--- src/hw/rtl/telnet_receive_filter_top_defines.svh ---
// Assertion macros shared by the telnet receive filter RTL.
// Included by the modules that carry concurrent checks; no other dependencies.
`ifndef TELNET_RECEIVE_FILTER_TOP_DEFINES_SVH
`define TELNET_RECEIVE_FILTER_TOP_DEFINES_SVH

// Same-cycle implication, disabled while reset is asserted
`define TRF_ASSERT_IMPL(name, clk_sig, rstn_sig, ante, cons) \
    name: assert property (@(posedge clk_sig) disable iff (!rstn_sig) (ante) |-> (cons)) \
        else $error("%m: check failed");

// Next-cycle implication, disabled while reset is asserted
`define TRF_ASSERT_NEXT(name, clk_sig, rstn_sig, ante, cons) \
    name: assert property (@(posedge clk_sig) disable iff (!rstn_sig) (ante) |=> (cons)) \
        else $error("%m: check failed");

`endif

--- src/hw/rtl/trf_pkg.sv ---
// Shared types and constants for the telnet receive filter.
// Used by trf_parser, trf_result_queue and telnet_receive_filter_top.
package trf_pkg;

    // Default counter width and result limits
    localparam int COUNT_WIDTH_DEF = 16;
    localparam int MAX_RESULTS     = 6;
    localparam int RES_IDX_W       = $clog2(MAX_RESULTS);
    localparam int RES_CNT_W       = $clog2(MAX_RESULTS + 1);
    localparam int QUEUE_DEPTH     = 4;

    // Telnet command bytes
    localparam logic [7:0] B_IAC  = 8'd255;
    localparam logic [7:0] B_DONT = 8'd254;
    localparam logic [7:0] B_DO   = 8'd253;
    localparam logic [7:0] B_WONT = 8'd252;
    localparam logic [7:0] B_WILL = 8'd251;
    localparam logic [7:0] B_SB   = 8'd250;
    localparam logic [7:0] B_SE   = 8'd240;
    localparam logic [7:0] B_NOP  = 8'd241;

    // Configuration register indexes
    localparam logic REG_OPTION_MASK = 1'b0;
    localparam logic REG_AUTO_REPLY  = 1'b1;

    typedef enum logic [2:0] {
        KIND_DATA  = 3'd0,
        KIND_REPLY = 3'd1,
        KIND_EVENT = 3'd2,
        KIND_SUB   = 3'd3,
        KIND_CHUNK = 3'd4
    } kind_t;

    typedef enum logic [2:0] {
        ST_READY  = 3'd0,
        ST_CMD    = 3'd1,
        ST_OPT    = 3'd2,
        ST_SBOPT  = 3'd3,
        ST_SBTYPE = 3'd4,
        ST_SBVAL  = 3'd5,
        ST_SBIAC  = 3'd6
    } parse_state_t;

    typedef struct packed {
        kind_t       kind;
        logic [15:0] value;
        logic [7:0]  command_code;
        logic [7:0]  option_code;
        logic [7:0]  sub_type;
        logic [15:0] sub_count;
    } result_t;

    // All results caused by one received byte, item 0 first
    typedef struct packed {
        logic [RES_CNT_W-1:0]          count;
        result_t [MAX_RESULTS-1:0]     items;
    } bundle_t;

endpackage

--- src/hw/rtl/trf_parser.sv ---
// Input register, Telnet parse state and per-byte result bundle builder.
// Depends on trf_pkg; feeds bundles to trf_result_queue.
module trf_parser #(
    parameter int COUNT_WIDTH = trf_pkg::COUNT_WIDTH_DEF
) (
    input  logic             clk,
    input  logic             rst_n,
    input  logic             s_tvalid,
    output logic             s_tready,
    input  logic [7:0]       s_tdata,             // [7:0] rx_byte
    input  logic             s_tlast,             // chunk_end
    input  logic [63:0]      option_support_mask,
    input  logic             auto_reply_enable,
    input  logic             queue_space,
    output logic             bundle_push,
    output trf_pkg::bundle_t bundle
);
    import trf_pkg::*;

    localparam logic [COUNT_WIDTH-1:0] CNT_CAP =
        (COUNT_WIDTH < 16) ? {COUNT_WIDTH{1'b1}} : COUNT_WIDTH'(65535);

    logic                   in_valid_reg;
    logic [7:0]             in_byte_reg;
    logic                   in_end_reg;
    parse_state_t           state_reg, state_next;
    logic [7:0]             cmd_reg, cmd_next;
    logic [7:0]             opt_reg, opt_next;
    logic [7:0]             typ_reg, typ_next;
    logic [COUNT_WIDTH-1:0] pay_reg, pay_next;
    logic [COUNT_WIDTH-1:0] kept_reg, kept_next;
    logic                   proc;
    logic                   do_cmd;
    logic                   supported;
    logic [7:0]             reply_code;
    logic [RES_CNT_W-1:0]   n;
    bundle_t                bun;

    function automatic logic [COUNT_WIDTH-1:0] sat_inc(input logic [COUNT_WIDTH-1:0] v);
        return (v >= CNT_CAP) ? v : v + 1'b1;
    endfunction

    function automatic result_t mk(input kind_t k, input logic [15:0] v,
                                   input logic [7:0] cm, input logic [7:0] op,
                                   input logic [7:0] ty, input logic [15:0] cn);
        result_t r;
        r.kind         = k;
        r.value        = v;
        r.command_code = cm;
        r.option_code  = op;
        r.sub_type     = ty;
        r.sub_count    = cn;
        return r;
    endfunction

    // Process the held byte whenever the queue can take its bundle
    assign proc        = in_valid_reg && queue_space;
    assign s_tready    = !in_valid_reg || queue_space;
    assign bundle_push = proc && (n != '0);
    assign bundle      = bun;
    assign supported   = (in_byte_reg[7:6] == 2'b00) && option_support_mask[in_byte_reg[5:0]];

    // Input register
    always_ff @(posedge clk or negedge rst_n)
    begin
        if (!rst_n)
        begin
            in_valid_reg <= 1'b0;
        end
        else if (s_tvalid && s_tready)
        begin
            in_valid_reg <= 1'b1;
        end
        else if (proc)
        begin
            in_valid_reg <= 1'b0;
        end
    end

    always_ff @(posedge clk)
    begin
        if (s_tvalid && s_tready)
        begin
            in_byte_reg <= s_tdata;
            in_end_reg  <= s_tlast;
        end
    end

    // Parse state and held fields
    always_ff @(posedge clk or negedge rst_n)
    begin
        if (!rst_n)
        begin
            state_reg <= ST_READY;
            cmd_reg   <= B_NOP;
            opt_reg   <= '0;
            typ_reg   <= '0;
            pay_reg   <= '0;
            kept_reg  <= '0;
        end
        else if (proc)
        begin
            state_reg <= state_next;
            cmd_reg   <= cmd_next;
            opt_reg   <= opt_next;
            typ_reg   <= typ_next;
            pay_reg   <= pay_next;
            kept_reg  <= kept_next;
        end
    end

    // Next state and result bundle for the held byte
    always_comb
    begin
        state_next = state_reg;
        cmd_next   = cmd_reg;
        opt_next   = opt_reg;
        typ_next   = typ_reg;
        pay_next   = pay_reg;
        kept_next  = kept_reg;
        do_cmd     = 1'b0;
        reply_code = B_WONT;
        n          = '0;
        bun        = '0;

        unique case (state_reg)
            ST_READY:
            begin
                if (in_byte_reg == B_IAC)
                begin
                    state_next = ST_CMD;
                end
                else
                begin
                    bun.items[n[RES_IDX_W-1:0]] = mk(KIND_DATA, 16'(in_byte_reg), '0, '0, '0, '0);
                    n         = n + RES_CNT_W'(1);
                    kept_next = sat_inc(kept_reg);
                end
            end
            ST_CMD:
            begin
                do_cmd = 1'b1;
            end
            ST_OPT:
            begin
                opt_next = in_byte_reg;
                bun.items[n[RES_IDX_W-1:0]] = mk(KIND_EVENT, '0, cmd_reg, in_byte_reg, '0, '0);
                n = n + RES_CNT_W'(1);
                if (auto_reply_enable)
                begin
                    if (cmd_reg == B_WILL)
                    begin
                        reply_code = supported ? B_DO : B_DONT;
                    end
                    else if (cmd_reg == B_DO)
                    begin
                        reply_code = supported ? B_WILL : B_WONT;
                    end
                    else if (cmd_reg == B_WONT)
                    begin
                        reply_code = B_DONT;
                    end
                    else
                    begin
                        reply_code = B_WONT;
                    end
                    bun.items[n[RES_IDX_W-1:0]] = mk(KIND_REPLY, 16'(B_IAC), '0, '0, '0, '0);
                    n = n + RES_CNT_W'(1);
                    bun.items[n[RES_IDX_W-1:0]] = mk(KIND_REPLY, 16'(reply_code), '0, '0, '0, '0);
                    n = n + RES_CNT_W'(1);
                    bun.items[n[RES_IDX_W-1:0]] = mk(KIND_REPLY, 16'(in_byte_reg), '0, '0, '0, '0);
                    n = n + RES_CNT_W'(1);
                end
                state_next = ST_READY;
            end
            ST_SBOPT:
            begin
                opt_next   = in_byte_reg;
                state_next = ST_SBTYPE;
            end
            ST_SBTYPE:
            begin
                typ_next   = in_byte_reg;
                state_next = ST_SBVAL;
            end
            ST_SBVAL:
            begin
                if (in_byte_reg == B_IAC)
                begin
                    state_next = ST_SBIAC;
                end
                else
                begin
                    bun.items[n[RES_IDX_W-1:0]] = mk(KIND_SUB, 16'(in_byte_reg), '0, '0, '0, '0);
                    n        = n + RES_CNT_W'(1);
                    pay_next = sat_inc(pay_reg);
                end
            end
            ST_SBIAC:
            begin
                if (in_byte_reg == B_IAC)
                begin
                    bun.items[n[RES_IDX_W-1:0]] = mk(KIND_SUB, 16'(B_IAC), '0, '0, '0, '0);
                    n          = n + RES_CNT_W'(1);
                    pay_next   = sat_inc(pay_reg);
                    state_next = ST_SBVAL;
                end
                else
                begin
                    bun.items[n[RES_IDX_W-1:0]] =
                        mk(KIND_EVENT, '0, B_SB, opt_reg, typ_reg, 16'(pay_reg));
                    n = n + RES_CNT_W'(1);
                    if (in_byte_reg == B_SE)
                    begin
                        state_next = ST_READY;
                    end
                    else
                    begin
                        // Unterminated subnegotiation: clear and treat byte as a command
                        opt_next = '0;
                        typ_next = '0;
                        pay_next = '0;
                        do_cmd   = 1'b1;
                    end
                end
            end
            default:
            begin
                state_next = ST_READY;
            end
        endcase

        // Byte that follows IAC outside subnegotiation payload
        if (do_cmd)
        begin
            cmd_next = in_byte_reg;
            if (in_byte_reg == B_IAC)
            begin
                bun.items[n[RES_IDX_W-1:0]] = mk(KIND_DATA, 16'(B_IAC), '0, '0, '0, '0);
                n          = n + RES_CNT_W'(1);
                kept_next  = sat_inc(kept_next);
                state_next = ST_READY;
            end
            else if (in_byte_reg == B_DO || in_byte_reg == B_DONT ||
                     in_byte_reg == B_WILL || in_byte_reg == B_WONT)
            begin
                state_next = ST_OPT;
            end
            else if (in_byte_reg == B_SB)
            begin
                pay_next   = '0;
                state_next = ST_SBOPT;
            end
            else
            begin
                bun.items[n[RES_IDX_W-1:0]] = mk(KIND_EVENT, '0, in_byte_reg, '0, '0, '0);
                n          = n + RES_CNT_W'(1);
                state_next = ST_READY;
            end
        end

        // Chunk end follows the byte's own results
        if (in_end_reg)
        begin
            bun.items[n[RES_IDX_W-1:0]] = mk(KIND_CHUNK, 16'(kept_next), '0, '0, '0, '0);
            n         = n + RES_CNT_W'(1);
            kept_next = '0;
        end

        bun.count = n;
    end

endmodule

--- src/hw/rtl/trf_result_queue.sv ---
// Bundle queue and unpacker: stores per-byte result bundles, sends one result per transaction.
// Depends on trf_pkg and telnet_receive_filter_top_defines.svh.
`include "telnet_receive_filter_top_defines.svh"

module trf_result_queue (
    input  logic             clk,
    input  logic             rst_n,
    input  logic             push,
    input  trf_pkg::bundle_t bundle,
    output logic             space,
    output logic             m_tvalid,
    input  logic             m_tready,
    output logic [55:0]      m_tdata,   // value[15:0], command_code, option_code,
                                        // sub_type, sub_count[15:0]
    output logic [2:0]       m_tuser,   // kind
    output logic             m_tlast    // last
);
    import trf_pkg::*;

    localparam int PTR_W  = $clog2(QUEUE_DEPTH);
    localparam int FILL_W = $clog2(QUEUE_DEPTH + 1);

    bundle_t              mem_reg [QUEUE_DEPTH];
    logic [PTR_W-1:0]     wr_ptr_reg;
    logic [PTR_W-1:0]     rd_ptr_reg;
    logic [FILL_W-1:0]    fill_reg;
    logic [RES_IDX_W-1:0] idx_reg;
    bundle_t              head;
    result_t              cur;
    logic                 pop;

    assign head     = mem_reg[rd_ptr_reg];
    assign cur      = head.items[idx_reg];
    assign space    = (fill_reg != FILL_W'(QUEUE_DEPTH));
    assign m_tvalid = (fill_reg != '0);
    assign m_tlast  = (RES_CNT_W'(idx_reg) == head.count - RES_CNT_W'(1));
    assign m_tuser  = cur.kind;
    assign m_tdata  = {cur.sub_count, cur.sub_type, cur.option_code,
                       cur.command_code, cur.value};
    assign pop      = m_tvalid && m_tready && m_tlast;

    // Bundle storage
    always_ff @(posedge clk)
    begin
        if (push)
        begin
            mem_reg[wr_ptr_reg] <= bundle;
        end
    end

    // Pointers, fill level and position within the head bundle
    always_ff @(posedge clk or negedge rst_n)
    begin
        if (!rst_n)
        begin
            wr_ptr_reg <= '0;
            rd_ptr_reg <= '0;
            fill_reg   <= '0;
            idx_reg    <= '0;
        end
        else
        begin
            if (push)
            begin
                wr_ptr_reg <= wr_ptr_reg + 1'b1;
            end
            if (pop)
            begin
                rd_ptr_reg <= rd_ptr_reg + 1'b1;
                idx_reg    <= '0;
            end
            else if (m_tvalid && m_tready)
            begin
                idx_reg <= idx_reg + 1'b1;
            end
            if (push && !pop)
            begin
                fill_reg <= fill_reg + 1'b1;
            end
            else if (pop && !push)
            begin
                fill_reg <= fill_reg - 1'b1;
            end
        end
    end

    `TRF_ASSERT_IMPL(a_no_overflow, clk, rst_n, push, fill_reg != FILL_W'(QUEUE_DEPTH))
    `TRF_ASSERT_IMPL(a_head_count, clk, rst_n, m_tvalid,
                     (head.count != '0) && (head.count <= RES_CNT_W'(MAX_RESULTS)))
    `TRF_ASSERT_NEXT(a_idx_restart, clk, rst_n, pop, idx_reg == '0)
    `TRF_ASSERT_NEXT(a_fill_grow, clk, rst_n, push && !pop, fill_reg == $past(fill_reg) + 1'b1)

endmodule

--- src/hw/rtl/telnet_receive_filter_top.sv ---
// Top level of the telnet receive filter: configuration registers, parser and result queue.
// Depends on trf_pkg, trf_parser and trf_result_queue.
//
//  channel | direction | tdata                                       | tuser | tlast
//  s_*     | in        | rx_byte                                     | -     | chunk_end
//  m_*     | out       | value, command, option, sub_type, sub_count | kind  | last
//  cfg_*   | in        | write only: cfg_index selects, cfg_wdata    | -     | -
//
// A byte is taken every cycle while the queue has space; it is parsed while it sits in the
// input register, and its bundle of up to five results enters a four-deep bundle queue,
// from whose head its first result is then offered.
// The output side sends one result per cycle while m_tready is high; the queue absorbs
// short bursts before s_tready drops.
// Reset clears parse state, counters, queue pointers; mask resets to 0, auto reply to 1.
module telnet_receive_filter_top #(
    parameter int COUNT_WIDTH = trf_pkg::COUNT_WIDTH_DEF
) (
    input  logic        clk,
    input  logic        rst_n,
    input  logic        s_tvalid,
    output logic        s_tready,
    input  logic [7:0]  s_tdata,    // [7:0] rx_byte
    input  logic        s_tlast,    // chunk_end
    output logic        m_tvalid,
    input  logic        m_tready,
    output logic [55:0] m_tdata,    // [15:0] value, [23:16] command_code, [31:24] option_code,
                                    // [39:32] sub_type, [55:40] sub_count
    output logic [2:0]  m_tuser,    // [2:0] kind
    output logic        m_tlast,    // last
    input  logic        cfg_we,
    input  logic        cfg_index,
    input  logic [63:0] cfg_wdata
);
    import trf_pkg::*;

    logic [63:0] mask_reg;
    logic        auto_reg;
    logic        queue_space;
    logic        bundle_push;
    bundle_t     bundle;

    // Configuration registers
    always_ff @(posedge clk or negedge rst_n)
    begin
        if (!rst_n)
        begin
            mask_reg <= '0;
            auto_reg <= 1'b1;
        end
        else if (cfg_we)
        begin
            unique case (cfg_index)
                REG_OPTION_MASK: mask_reg <= cfg_wdata;
                REG_AUTO_REPLY:  auto_reg <= cfg_wdata[0];
                default:         mask_reg <= mask_reg;
            endcase
        end
    end

    trf_parser #(
        .COUNT_WIDTH(COUNT_WIDTH)
    ) u_parser (
        .clk                 (clk),
        .rst_n               (rst_n),
        .s_tvalid            (s_tvalid),
        .s_tready            (s_tready),
        .s_tdata             (s_tdata),
        .s_tlast             (s_tlast),
        .option_support_mask (mask_reg),
        .auto_reply_enable   (auto_reg),
        .queue_space         (queue_space),
        .bundle_push         (bundle_push),
        .bundle              (bundle)
    );

    trf_result_queue u_queue (
        .clk      (clk),
        .rst_n    (rst_n),
        .push     (bundle_push),
        .bundle   (bundle),
        .space    (queue_space),
        .m_tvalid (m_tvalid),
        .m_tready (m_tready),
        .m_tdata  (m_tdata),
        .m_tuser  (m_tuser),
        .m_tlast  (m_tlast)
    );

endmodule
--- config.mk ---
export PLATFORM = sky130hd
export DESIGN_NAME = telnet_receive_filter_top
export DESIGN_NICKNAME = d
export VERILOG_FILES = /design/src/hw/rtl/trf_pkg.sv /design/src/hw/rtl/trf_parser.sv /design/src/hw/rtl/trf_result_queue.sv /design/src/hw/rtl/telnet_receive_filter_top.sv
export VERILOG_INCLUDE_DIRS = /design/src /design/src/hw/rtl
export SDC_FILE = /design/constraint.sdc
export NUM_CORES = 1
export LEC_CHECK = 0
export BUFFER_PORTS_ARGS = -buffer_cell sky130_fd_sc_hd__buf_2
export CAP_MARGIN = 40
export CORE_ASPECT_RATIO = 0.8
export CORE_MARGIN = 2
export CORE_UTILIZATION = 45
export DETAILED_ROUTE_END_ITERATION = 12
export GPL_TIMING_DRIVEN = 0
export PLACE_DENSITY = 0.65
export SYNTH_ARGS = -nofsm -noshare
export SYNTH_HDL_FRONTEND = slang
export SYNTH_SLANG_ARGS = --single-unit
--- constraint.sdc ---
create_clock -name clk -period 8.1 [get_ports clk]
set_clock_uncertainty 0.1 [all_clocks]
set_input_delay 0.405 -clock clk [delete_from_list [all_inputs] [get_ports clk]]
set_output_delay 0.405 -clock clk [all_outputs]
set_load 0.005 [all_outputs]
Word-level counts from Yosys, hierarchy flattened --
Memory sizes are Yosys's and may differ from the RTL's. Cells that the tools add are included.
Operators by class: add/sub/neg operators 11, order comparisons 9, eq/ne operators 24, reductions and logical operators 34, muxes and demuxes 74, bitwise operators 4
Operator list (number):
- two-way mux 354 bit | 5
- bitwise mux 354 bit | 2
- demux 59 bit (select 3 bit) | 2
- two-way mux 175 bit | 2
- bitwise AND 204 x 306 -> 306 bit | 1
- inverter 306 bit | 1
- two-way mux 16 bit | 15
- case mux 59 bit (4 select lines) | 1
- binary-select mux 59 bit (select 3 bit) | 1
- two-way mux 59 bit | 3
- equality test 8 bit (second input constant) | 10
- two-way mux 58 bit | 1
- two-way mux 57 bit | 1
- two-way mux 3 bit | 18
- adder 16 x 1 -> 16 bit (second input constant) | 3
- >= comparator 16 bit (second input constant) | 3
- two-way mux 48 bit | 1
- OR 32 x 48 -> 48 bit | 1
- two-way mux 8 bit | 4
- case mux 16 bit (2 select lines) | 1
- case mux 8 bit (2 select lines) | 2
- case mux 3 bit (6 select lines) | 1
- adder 3 x 1 -> 3 bit (second input constant) | 4
- less-than comparator 3 x 4 -> 1 bit (second input constant) | 3
- 30 further kinds | 70
Storage, ports and cells: logic and storage cells 172, memories 1, bits of input ports 79, output and inout port bits 62, bits in writable memories 1428, register bits after elaboration 144
Memories:
- u_queue.mem_reg | words 4, width 357, read ports 1, clocked after memory_dff 0, write ports 1, line trf_result_queue.sv:23 | bundle_t mem_reg [QUEUE_DEPTH];

Logic depth before layout (Yosys ltp) --
Gate-level depths: netlist of run 1.
depth after elaboration 16, gate-level depth with buffers 20, mapped depth without buffers 18

By module --
From an unflattened synthesis of run 1, not the netlist that was laid out.
Second synthesis, totals: cells, all modules 3656, area, all modules 66313.6 µm²
By module, submodules not included:
- trf_result_queue | seq. area each 43131.4 µm², area each 55713.4 µm², times used 1, cells an instance 2505
- trf_parser | seq. area each 1778.0 µm², area each 7857.5 µm², times used 1, cells an instance 1012
- telnet_receive_filter_top | seq. area each 1627.8 µm², area each 2742.6 µm², times used 1, cells an instance 139

Worst setup path after synthesis of run 1 --
No wires, ideal clock.
kind register to register, start point reg u_parser.in_byte_reg[4], end point mem u_queue.mem_reg[0][0] (netlist bit) (enable), stages on the path, launching flop included 15, clock period less this slack 7626 ps, slack 474 ps, data arrival time 6968 ps, path through edfxtp_1 -> and4_1 -> clkbuf_1 -> a21oi_1 -> o21a_1 -> or2_2 -> ha_1 -> nor2_1 -> and3_1 -> nor2_1 -> ha_1 -> nand2_1 -> xnor2_1 -> o31a_1 -> and2_1
RTL lines:
- from (decl) | line trf_parser.sv:24 | logic [7:0] in_byte_reg;
- from (signal assigned) | line trf_parser.sv:84 | in_byte_reg <= s_tdata;
- to (decl) | line trf_result_queue.sv:23

==> flow_results.xml, run 1 <==
<?xml version="1.0" encoding="UTF-8"?>
<metrics>
  <group name="critical_path">
    <metric name="worst-path-buf-inv" unit="">4</metric>
    <metric name="regToRegEndpoint" unit="">u_queue.mem_reg[1][348]</metric>
    <metric name="worst_path_largest_cell_delay" unit="ns">0.68</metric>
    <metric name="worst-r2r-cell-count" unit="">17</metric>
    <metric name="regToRegStartpoint" unit="">u_parser.in_byte_reg[3]</metric>
    <metric name="critPathRequiredTime" unit="ns">8.31</metric>
    <metric name="critical_path.cell_chain" unit="">buf_2, nand4_1, o21ai_0, buf_2, o21ai_0, or2_2, ha_1, nor2_1, and3_1, nor2_1, ha_1, nand2_1, xnor2_1, o31a_1, and2_4, buf_16, buf_16</metric>
    <metric name="worst_path_max_delay_cell" unit="">sky130_fd_sc_hd__and2_4</metric>
    <metric name="endpoint_kind" unit="">register</metric>
    <metric name="critPathKind" unit="">reg2reg</metric>
    <metric name="critPathMaxFanout" unit="">47</metric>
    <metric name="path_delay_family" unit="">simple AND/OR/NAND/NOR gates</metric>
    <metric name="worstPathArrival" unit="ns">5.87</metric>
    <metric name="cp-start-kind" unit="">register</metric>
    <metric name="r2r_slack" unit="ns">2.44</metric>
  </group>
  <group name="cts">
    <metric name="cts.path.max_buffers" unit="">3</metric>
    <metric name="h_tree_depth" unit="">3</metric>
    <metric name="tritoncts_num_sinks" unit="">848</metric>
    <metric name="clock_latency" unit="ns">0.65</metric>
    <metric name="tritoncts" unit="">yes</metric>
    <metric name="postCtsHoldBufs" unit="">75</metric>
    <metric name="cts.repair.resized" unit="">0</metric>
    <metric name="numCtsBuffers" unit="">86</metric>
    <metric name="clock-root-buffer" unit="">sky130_fd_sc_hd__clkbuf_16</metric>
    <metric name="cts.reportedPaths.clkPinSlew" unit="ns">0.06</metric>
    <metric name="cts_setup_buffers" unit="">0</metric>
  </group>
  <group name="drt">
    <metric name="first_pass_iters" unit="">6</metric>
    <metric name="route.vias.total" unit="">21159</metric>
    <metric name="wire_per_inst" unit="µm">24.1</metric>
    <metric name="route.detailed.drc" unit="">0</metric>
    <metric name="totalWireLength" unit="µm">89100</metric>
    <metric name="first_iter_violations" unit="">2277</metric>
    <metric name="final_antenna_net_count" unit="">0</metric>
    <metric name="post_drt_via_cell_ratio" unit="">5.72</metric>
  </group>
  <group name="sta">
    <metric name="grt_setup_unrepaired" unit="">false</metric>
    <metric name="slew_headroom" unit="%">34.5</metric>
    <metric name="min_period" unit="ns">5.66</metric>
    <metric name="hold_viol_final" unit="">0</metric>
    <metric name="fin_worst_hold_slack" unit="ns">0.0652</metric>
    <metric name="worst-slew-pin-transition" unit="ns">0.982</metric>
    <metric name="timing.final.setup_violations" unit="">0</metric>
    <metric name="fmax" unit="MHz">177</metric>
    <metric name="post_route_setup_tns" unit="ns">0</metric>
    <metric name="period_share" unit="%">69.8</metric>
    <metric name="final-max-slew-violation-count" unit="">0</metric>
  </group>
  <group name="global_route">
    <metric name="globalRouteOverflowTotal" unit="">0</metric>
    <metric name="number_of_global_route_vias_before_repair" unit="">21326</metric>
    <metric name="gr-usage-all-layers" unit="%">21.8</metric>
    <metric name="initial_antenna_violation_count" unit="">2</metric>
    <metric name="grt_start_max_net_pins" unit="">72</metric>
    <metric name="grt_first_pass_wirelength" unit="µm">134000</metric>
  </group>
  <group name="placement">
    <metric name="portBuffers" unit="">140</metric>
    <metric name="detailed_placement_wirelength_estimate" unit="µm">61300</metric>
    <metric name="place_congestion" unit="">0.880</metric>
  </group>
  <group name="floorplan">
    <metric name="die-area" unit="mm²">0.0821</metric>
    <metric name="io-pin-count" unit="">141</metric>
    <metric name="fp.dieW" unit="µm">320</metric>
    <metric name="core_area" unit="mm²">0.0790</metric>
    <metric name="floorplan.initialDensity" unit="%">45.5</metric>
    <metric name="fp.dieH" unit="µm">257</metric>
    <metric name="row_count" unit="">92</metric>
  </group>
  <group name="power">
    <metric name="p_leak" unit="nW">15.4</metric>
    <metric name="internal-power" unit="W">0.0104</metric>
    <metric name="power.switching" unit="W">0.00468</metric>
    <metric name="seq_power_share" unit="%">40.2</metric>
    <metric name="swShare" unit="%">31.0</metric>
    <metric name="share_comb_of_total_power" unit="%">32.9</metric>
    <metric name="clock_power_share" unit="%">26.9</metric>
    <metric name="max-vdd-ir-drop" unit="µV">190</metric>
    <metric name="powerDensity" unit="mW/mm²">349</metric>
  </group>
  <group name="yosys">
    <metric name="post_synth_num_cell_types" unit="">79</metric>
    <metric name="syn_avg_cell_area" unit="µm²">17.2</metric>
    <metric name="synthArstFlopShare" unit="%">15.9</metric>
    <metric name="count_of_flip_flops_with_a_built_in_enable_after_synthesis" unit="">713</metric>
    <metric name="sequential_element_share_of_the_synthesized_area" unit="%">69.0</metric>
    <metric name="flip_flop_and_latch_count_after_synthesis" unit="">848</metric>
    <metric name="synth_cells" unit="">2084</metric>
    <metric name="synth-warning-count" unit="">0</metric>
    <metric name="synth_ff_type" unit="">sky130_fd_sc_hd__edfxtp_1</metric>
    <metric name="post_synth_instance_area" unit="mm²">0.0359</metric>
  </group>
  <group name="finish">
    <metric name="layout-drive-gt1-share" unit="%">25.5</metric>
    <metric name="num_antenna_cells" unit="">0</metric>
    <metric name="area.growth.synth_to_final" unit="%">20.1</metric>
    <metric name="leading_cell_type_in_the_layout_fill_and_taps_excluded" unit="">sky130_fd_sc_hd__edfxtp_1</metric>
    <metric name="layout.cells.most_common_list" unit="">sky130_fd_sc_hd__edfxtp_1, sky130_fd_sc_hd__mux4_2, sky130_fd_sc_hd__buf_2, sky130_fd_sc_hd__conb_1, sky130_fd_sc_hd__dfrtp_1</metric>
    <metric name="nets" unit="">2685</metric>
    <metric name="largest_reg_flops" unit="">704</metric>
  </group>
  <group name="job">
    <metric name="drv.max_cap_violation_count" unit="">0</metric>
  </group>
  <group name="hold_path">
    <metric name="whs_path_depth" unit="">3</metric>
    <metric name="hp-start" unit="">cfg_we</metric>
    <metric name="hold_path_end" unit="">auto_reg</metric>
    <metric name="min-delay-path-class" unit="">in2reg</metric>
  </group>
  <group name="run_status">
    <metric name="outcome" unit="">finished, final reports clean</metric>
  </group>
</metrics>
-- how the worst max path moves through the flow --
stage | startpoint | to | depth (start not counted)
2_1_floorplan | u_parser.in_byte_reg[4] | u_queue.mem_reg[0][0] | 14
3_3_place_gp | u_parser.in_byte_reg[0] | u_queue.mem_reg[1][230] | 14
3_5_place_dp | u_queue.rd_ptr_reg[0] | u_queue.fill_reg[1] | 16
4_1_cts | u_queue.rd_ptr_reg[0] | m_tlast | 12
5_1_grt | u_queue.rd_ptr_reg[0] | u_queue.fill_reg[1] | 17
6_report | u_parser.in_byte_reg[3] | u_queue.mem_reg[1][348] | 17
-- metal layers --
| layer | global-route usage, % | wire length, µm | up-vias |
|---|---|---|---|
| li1 | - | - | 9183 |
| met3 | 4.16 | 7020 | 129 |
| met5 | 0 | 16 | - |
| met2 | 34.3 | 42100 | 911 |
| met4 | 4.66 | 1710 | 2 |
| met1 | 32.0 | 38300 | 10934 |
-- cells in the mapped netlist, drive strengths merged (7+ instances only) --
cell type	number	area [µm²]
a22oi	20	155
a21oi	31	155
buf	37	178
inv	51	191
edfxtp	713	21400
nor3	17	85.1
nor4	22	159
nand2b	11	68.8
xnor2	17	149
dfrtp	129	3230
nor2	103	387
nand3	30	150
and2	41	257
clkbuf	89	334
o22ai	22	138
a31oi	8	50.1
o21ai	87	439
nand2	113	424
mux2i	29	290
mux4	221	4980
nand4	19	131
o31ai	11	82.6
xor2	10	87.6
o211ai	10	75.1
ha	12	150
and3	10	62.6
a211oi	9	67.6
nor2b	46	288
mux2	79	890
or3	7	43.8
-- metrics by stage --
| step | power [W] | cell area (µm²) | setup slack [ns] | util [%] | instances |
|---|---|---|---|---|---|
| floorplan | 0.00920 | 36500 | 0.474 | - | 2223 |
| global placement | 0.0109 | 38500 | -3.74 | 48.7 | 3397 |
| detailed placement | 0.0111 | 39500 | 2.44 | 50.0 | 3464 |
| CTS | 0.0152 | 43100 | 2.41 | 54.6 | 3698 |
| global route | 0.0157 | 43100 | 2.06 | 54.6 | 3698 |
| finish | 0.0151 | 43100 | 2.44 | 54.6 | 3698 |
-- final cells by class --
| cell class | instances | area, µm² |
|---|---|---|
| plain buffers | 126 | 512 |
| clock inverters | 48 | 554 |
| fillers | 6175 | 35800 |
| clock buffers | 111 | 2350 |
| repair buffers | 282 | 2470 |
| flip-flops and latches | 848 | 24800 |
| well taps | 1034 | 1290 |
| multi-input cells | 1198 | 11000 |
| inverters | 51 | 191 |
-- power by group through the flow --
stage | combinational (W) | clock, W | sequential, W
after floorplan | 0.00299 | 0 | 0.00622
after detailed placement | 0.00498 | 0 | 0.00615
after global routing | 0.00531 | 0.00428 | 0.00613
final | 0.00496 | 0.00405 | 0.00606
after CTS | 0.00503 | 0.00411 | 0.00606
after global placement | 0.00454 | 0 | 0.00640
-- logic make-up (layout without fill, tap and decap cells) --
kind of cell	count (synthesis)	in the layout	share of synthesized area [%]
DFF	848	848	69.0
other	1	140	0.0104
xor gates and xnor gates	27	27	0.658
AOI/OAI and AO/OA	239	239	4.29
buffers and inverters	177	618	1.96
adders and majority gates	14	14	0.501
and+or+nand+nor	449	449	6.45
muxes	329	329	17.1
-- worst reg2reg max path: cells and delay by family, from the launching register on --
kind | cells | cell delay, ns
fa+ha+maj | 2 | 0.48
flops | 1 | 0.32
xor+xnor | 1 | 0.38
simple gates | 7 | 1.83
buf+inv | 4 | 1.26
compound gates | 3 | 0.92
(Power assumes the default switching activity.)
==> run 2: changes to the inputs <==
clock period = 4.8 ns   (was 8.1 ns; I/O delays follow)
==> run 2 against run 1 <==
  * Sequential power is 70% higher
  * Maximum frequency is 21% higher
  * Critical path depth is 3 lower
  * First-iteration DRC count is 1.1% higher
  * Sequential share of layout area is 0.52 points lower
  * Critical endpoint is now u_queue.mem_reg[0][101]
  * Largest cell class unchanged
  * Highest routed layer unchanged
  * Setup slack worse by 2.3 ns
  * Sequential cell count stayed put
  * Critical path type unchanged
==> flow_results.xml, run 2 (synthesized netlist as in run 1, its figures left out) <==
<?xml version="1.0" encoding="UTF-8"?>
<metrics>
  <group name="run_status">
    <metric name="outcome" unit="">finished, final reports clean</metric>
  </group>
  <group name="floorplan">
    <metric name="core_area" unit="mm²">0.0790</metric>
    <metric name="fp.dieH" unit="µm">257</metric>
    <metric name="floorplan.initialDensity" unit="%">45.5</metric>
    <metric name="io-pin-count" unit="">141</metric>
    <metric name="fp.dieW" unit="µm">320</metric>
    <metric name="die-area" unit="mm²">0.0821</metric>
    <metric name="row_count" unit="">92</metric>
  </group>
  <group name="sta">
    <metric name="slew_headroom" unit="%">34.3</metric>
    <metric name="final-max-slew-violation-count" unit="">0</metric>
    <metric name="min_period" unit="ns">4.69</metric>
    <metric name="fmax" unit="MHz">213</metric>
    <metric name="post_route_setup_tns" unit="ns">0</metric>
    <metric name="hold_viol_final" unit="">0</metric>
    <metric name="timing.final.setup_violations" unit="">0</metric>
    <metric name="grt_setup_unrepaired" unit="">false</metric>
    <metric name="fin_worst_hold_slack" unit="ns">0.0284</metric>
    <metric name="period_share" unit="%">97.7</metric>
    <metric name="timing.final.ws_setup" unit="ns">0.108</metric>
    <metric name="worst-slew-pin-transition" unit="ns">0.973</metric>
  </group>
  <group name="power">
    <metric name="powerDensity" unit="mW/mm²">592</metric>
    <metric name="p_leak" unit="nW">15.6</metric>
    <metric name="max-vdd-ir-drop" unit="µV">312</metric>
  </group>
  <group name="cts">
    <metric name="clock-root-buffer" unit="">sky130_fd_sc_hd__clkbuf_16</metric>
    <metric name="tritoncts_num_sinks" unit="">848</metric>
    <metric name="cts.path.max_buffers" unit="">3</metric>
    <metric name="clock_latency" unit="ns">0.66</metric>
    <metric name="numCtsBuffers" unit="">87</metric>
    <metric name="tritoncts" unit="">yes</metric>
    <metric name="cts.reportedPaths.clkPinSlew" unit="ns">0.07</metric>
    <metric name="h_tree_depth" unit="">3</metric>
  </group>
  <group name="critical_path">
    <metric name="worstPathArrival" unit="ns">4.91</metric>
    <metric name="worst_path_max_delay_cell" unit="">sky130_fd_sc_hd__o21ai_0</metric>
    <metric name="endpoint_kind" unit="">register</metric>
    <metric name="worst-r2r-cell-count" unit="">14</metric>
    <metric name="cp-start-kind" unit="">register</metric>
    <metric name="critical_path.cell_chain" unit="">ha_1, nand4_2, nor4_2, buf_2, nor2_2, mux2i_1, inv_1, ha_1, inv_1, a221oi_4, and3_1, o21ai_0, buf_2, o21ai_0</metric>
    <metric name="regToRegStartpoint" unit="">u_parser.kept_reg[1]</metric>
    <metric name="regToRegEndpoint" unit="">u_queue.mem_reg[0][101]</metric>
    <metric name="worst_path_largest_cell_delay" unit="ns">0.48</metric>
    <metric name="critPathRequiredTime" unit="ns">5.02</metric>
    <metric name="critPathKind" unit="">reg2reg</metric>
    <metric name="critPathMaxFanout" unit="">10</metric>
    <metric name="r2r_slack" unit="ns">0.11</metric>
  </group>
  <group name="job">
    <metric name="drv.max_cap_violation_count" unit="">0</metric>
  </group>
  <group name="global_route">
    <metric name="gr-usage-all-layers" unit="%">23.4</metric>
    <metric name="initial_antenna_violation_count" unit="">3</metric>
    <metric name="globalRouteOverflowTotal" unit="">0</metric>
    <metric name="number_of_global_route_vias_before_repair" unit="">21973</metric>
    <metric name="grt_start_max_net_pins" unit="">82</metric>
    <metric name="grt_first_pass_wirelength" unit="µm">142000</metric>
  </group>
  <group name="drt">
    <metric name="route.detailed.drc" unit="">0</metric>
    <metric name="first_iter_violations" unit="">2303</metric>
    <metric name="final_antenna_net_count" unit="">0</metric>
    <metric name="post_drt_via_cell_ratio" unit="">5.81</metric>
    <metric name="totalWireLength" unit="µm">95300</metric>
    <metric name="first_pass_iters" unit="">5</metric>
    <metric name="route.vias.total" unit="">21657</metric>
    <metric name="wire_per_inst" unit="µm">25.5</metric>
  </group>
  <group name="placement">
    <metric name="portBuffers" unit="">140</metric>
    <metric name="placedInstanceArea" unit="mm²">0.0394</metric>
    <metric name="detailed_placement_wirelength_estimate" unit="µm">61700</metric>
    <metric name="place_congestion" unit="">0.883</metric>
    <metric name="inst_count_dp" unit="">3463</metric>
    <metric name="placement.setup.worst_slack" unit="ns">-1.09</metric>
  </group>
  <group name="finish">
    <metric name="layout-drive-gt1-share" unit="%">26.8</metric>
    <metric name="area.growth.synth_to_final" unit="%">21.2</metric>
    <metric name="largest_reg_flops" unit="">704</metric>
    <metric name="final_cells" unit="">3730</metric>
    <metric name="leading_cell_type_in_the_layout_fill_and_taps_excluded" unit="">sky130_fd_sc_hd__edfxtp_1</metric>
    <metric name="nets" unit="">2713</metric>
    <metric name="cell_area_after_layout" unit="mm²">0.0435</metric>
    <metric name="layout.cells.most_common_list" unit="">sky130_fd_sc_hd__edfxtp_1, sky130_fd_sc_hd__mux4_2, sky130_fd_sc_hd__buf_2, sky130_fd_sc_hd__conb_1, sky130_fd_sc_hd__dfrtp_1</metric>
  </group>
  <group name="hold_path">
    <metric name="min-delay-path-class" unit="">in2async</metric>
  </group>
</metrics>
run 2: how the worst max path moves through the flow:
| stage | start | to | slack (ns) | cells past startpoint |
|---|---|---|---|---|
| after global placement | u_parser.in_byte_reg[0] | u_queue.mem_reg[1][225] | -3.46 | 14 |
| after floorplan | u_parser.in_byte_reg[4] | u_queue.mem_reg[0][0] | -0.85 | 14 |
| after CTS | u_parser.in_byte_reg[2] | u_queue.fill_reg[1] | 0.006 | 18 |
| final | u_parser.kept_reg[1] | u_queue.mem_reg[0][101] | 0.11 | 14 |
| after global routing | u_parser.kept_reg[1] | u_queue.mem_reg[3][162] | 0.004 | 13 |
| after detailed placement | u_parser.in_byte_reg[0] | u_queue.mem_reg[1][229] | -1.09 | 17 |
run 2: metal layers:
layer	part of all wire, %	track usage [%]
met1	41	32.7
met2	47	37.0
met3	8.5	5.58
met4	2.7	6.55
met5	0.014	0
run 2: layout make-up:
| type | count | area, µm² |
|---|---|---|
| antenna | 1 | 2.50 |
| buffer | 122 | 523 |
| clock buffer | 116 | 2330 |
| clock inverter | 47 | 528 |
| fill | 6120 | 35400 |
| inverter | 51 | 191 |
| multi-input combinational | 1206 | 11100 |
| sequential | 848 | 24800 |
| tap | 1034 | 1290 |
| timing repair buffer | 305 | 2740 |
run 2: what timing repair did:
item,in CTS,in global routing
hold buffers,78,0
gates cloned,13,0
gates resized for setup,17,27
pin swaps,5,4
setup endpoints to repair,750,521
endpoints found under the hold margin,214,0
buffers inserted,8,6
run 2: critical path: cells and delay by family (launching register included):
family,cells,cell delay [ns]
AO/OA/AOI/OAI,3,0.76
buffers and inverters,4,0.87
AND/OR/NAND/NOR,4,1.11
multiplexers,1,0.47
adder cells (fa/ha/maj),2,0.58
flip-flops,1,0.46
run 2: power by group:
| part | switching (W) | internal [W] | total (W) |
|---|---|---|---|
| combinational | 0.00492 | 0.00386 | 0.00878 |
| sequential | 0.000428 | 0.00983 | 0.0103 |
| clock | 0.00288 | 0.00387 | 0.00675 |
| total | 0.00822 | 0.0176 | 0.0258 |
run 2: stage by stage:
stage | utilization, % | total power, W
final | 55.1 | 0.0258
after global routing | 55.1 | 0.0268
after CTS | 54.9 | 0.0259
after detailed placement | 49.9 | 0.0187
after global placement | 48.7 | 0.0182
after floorplan | - | 0.0154
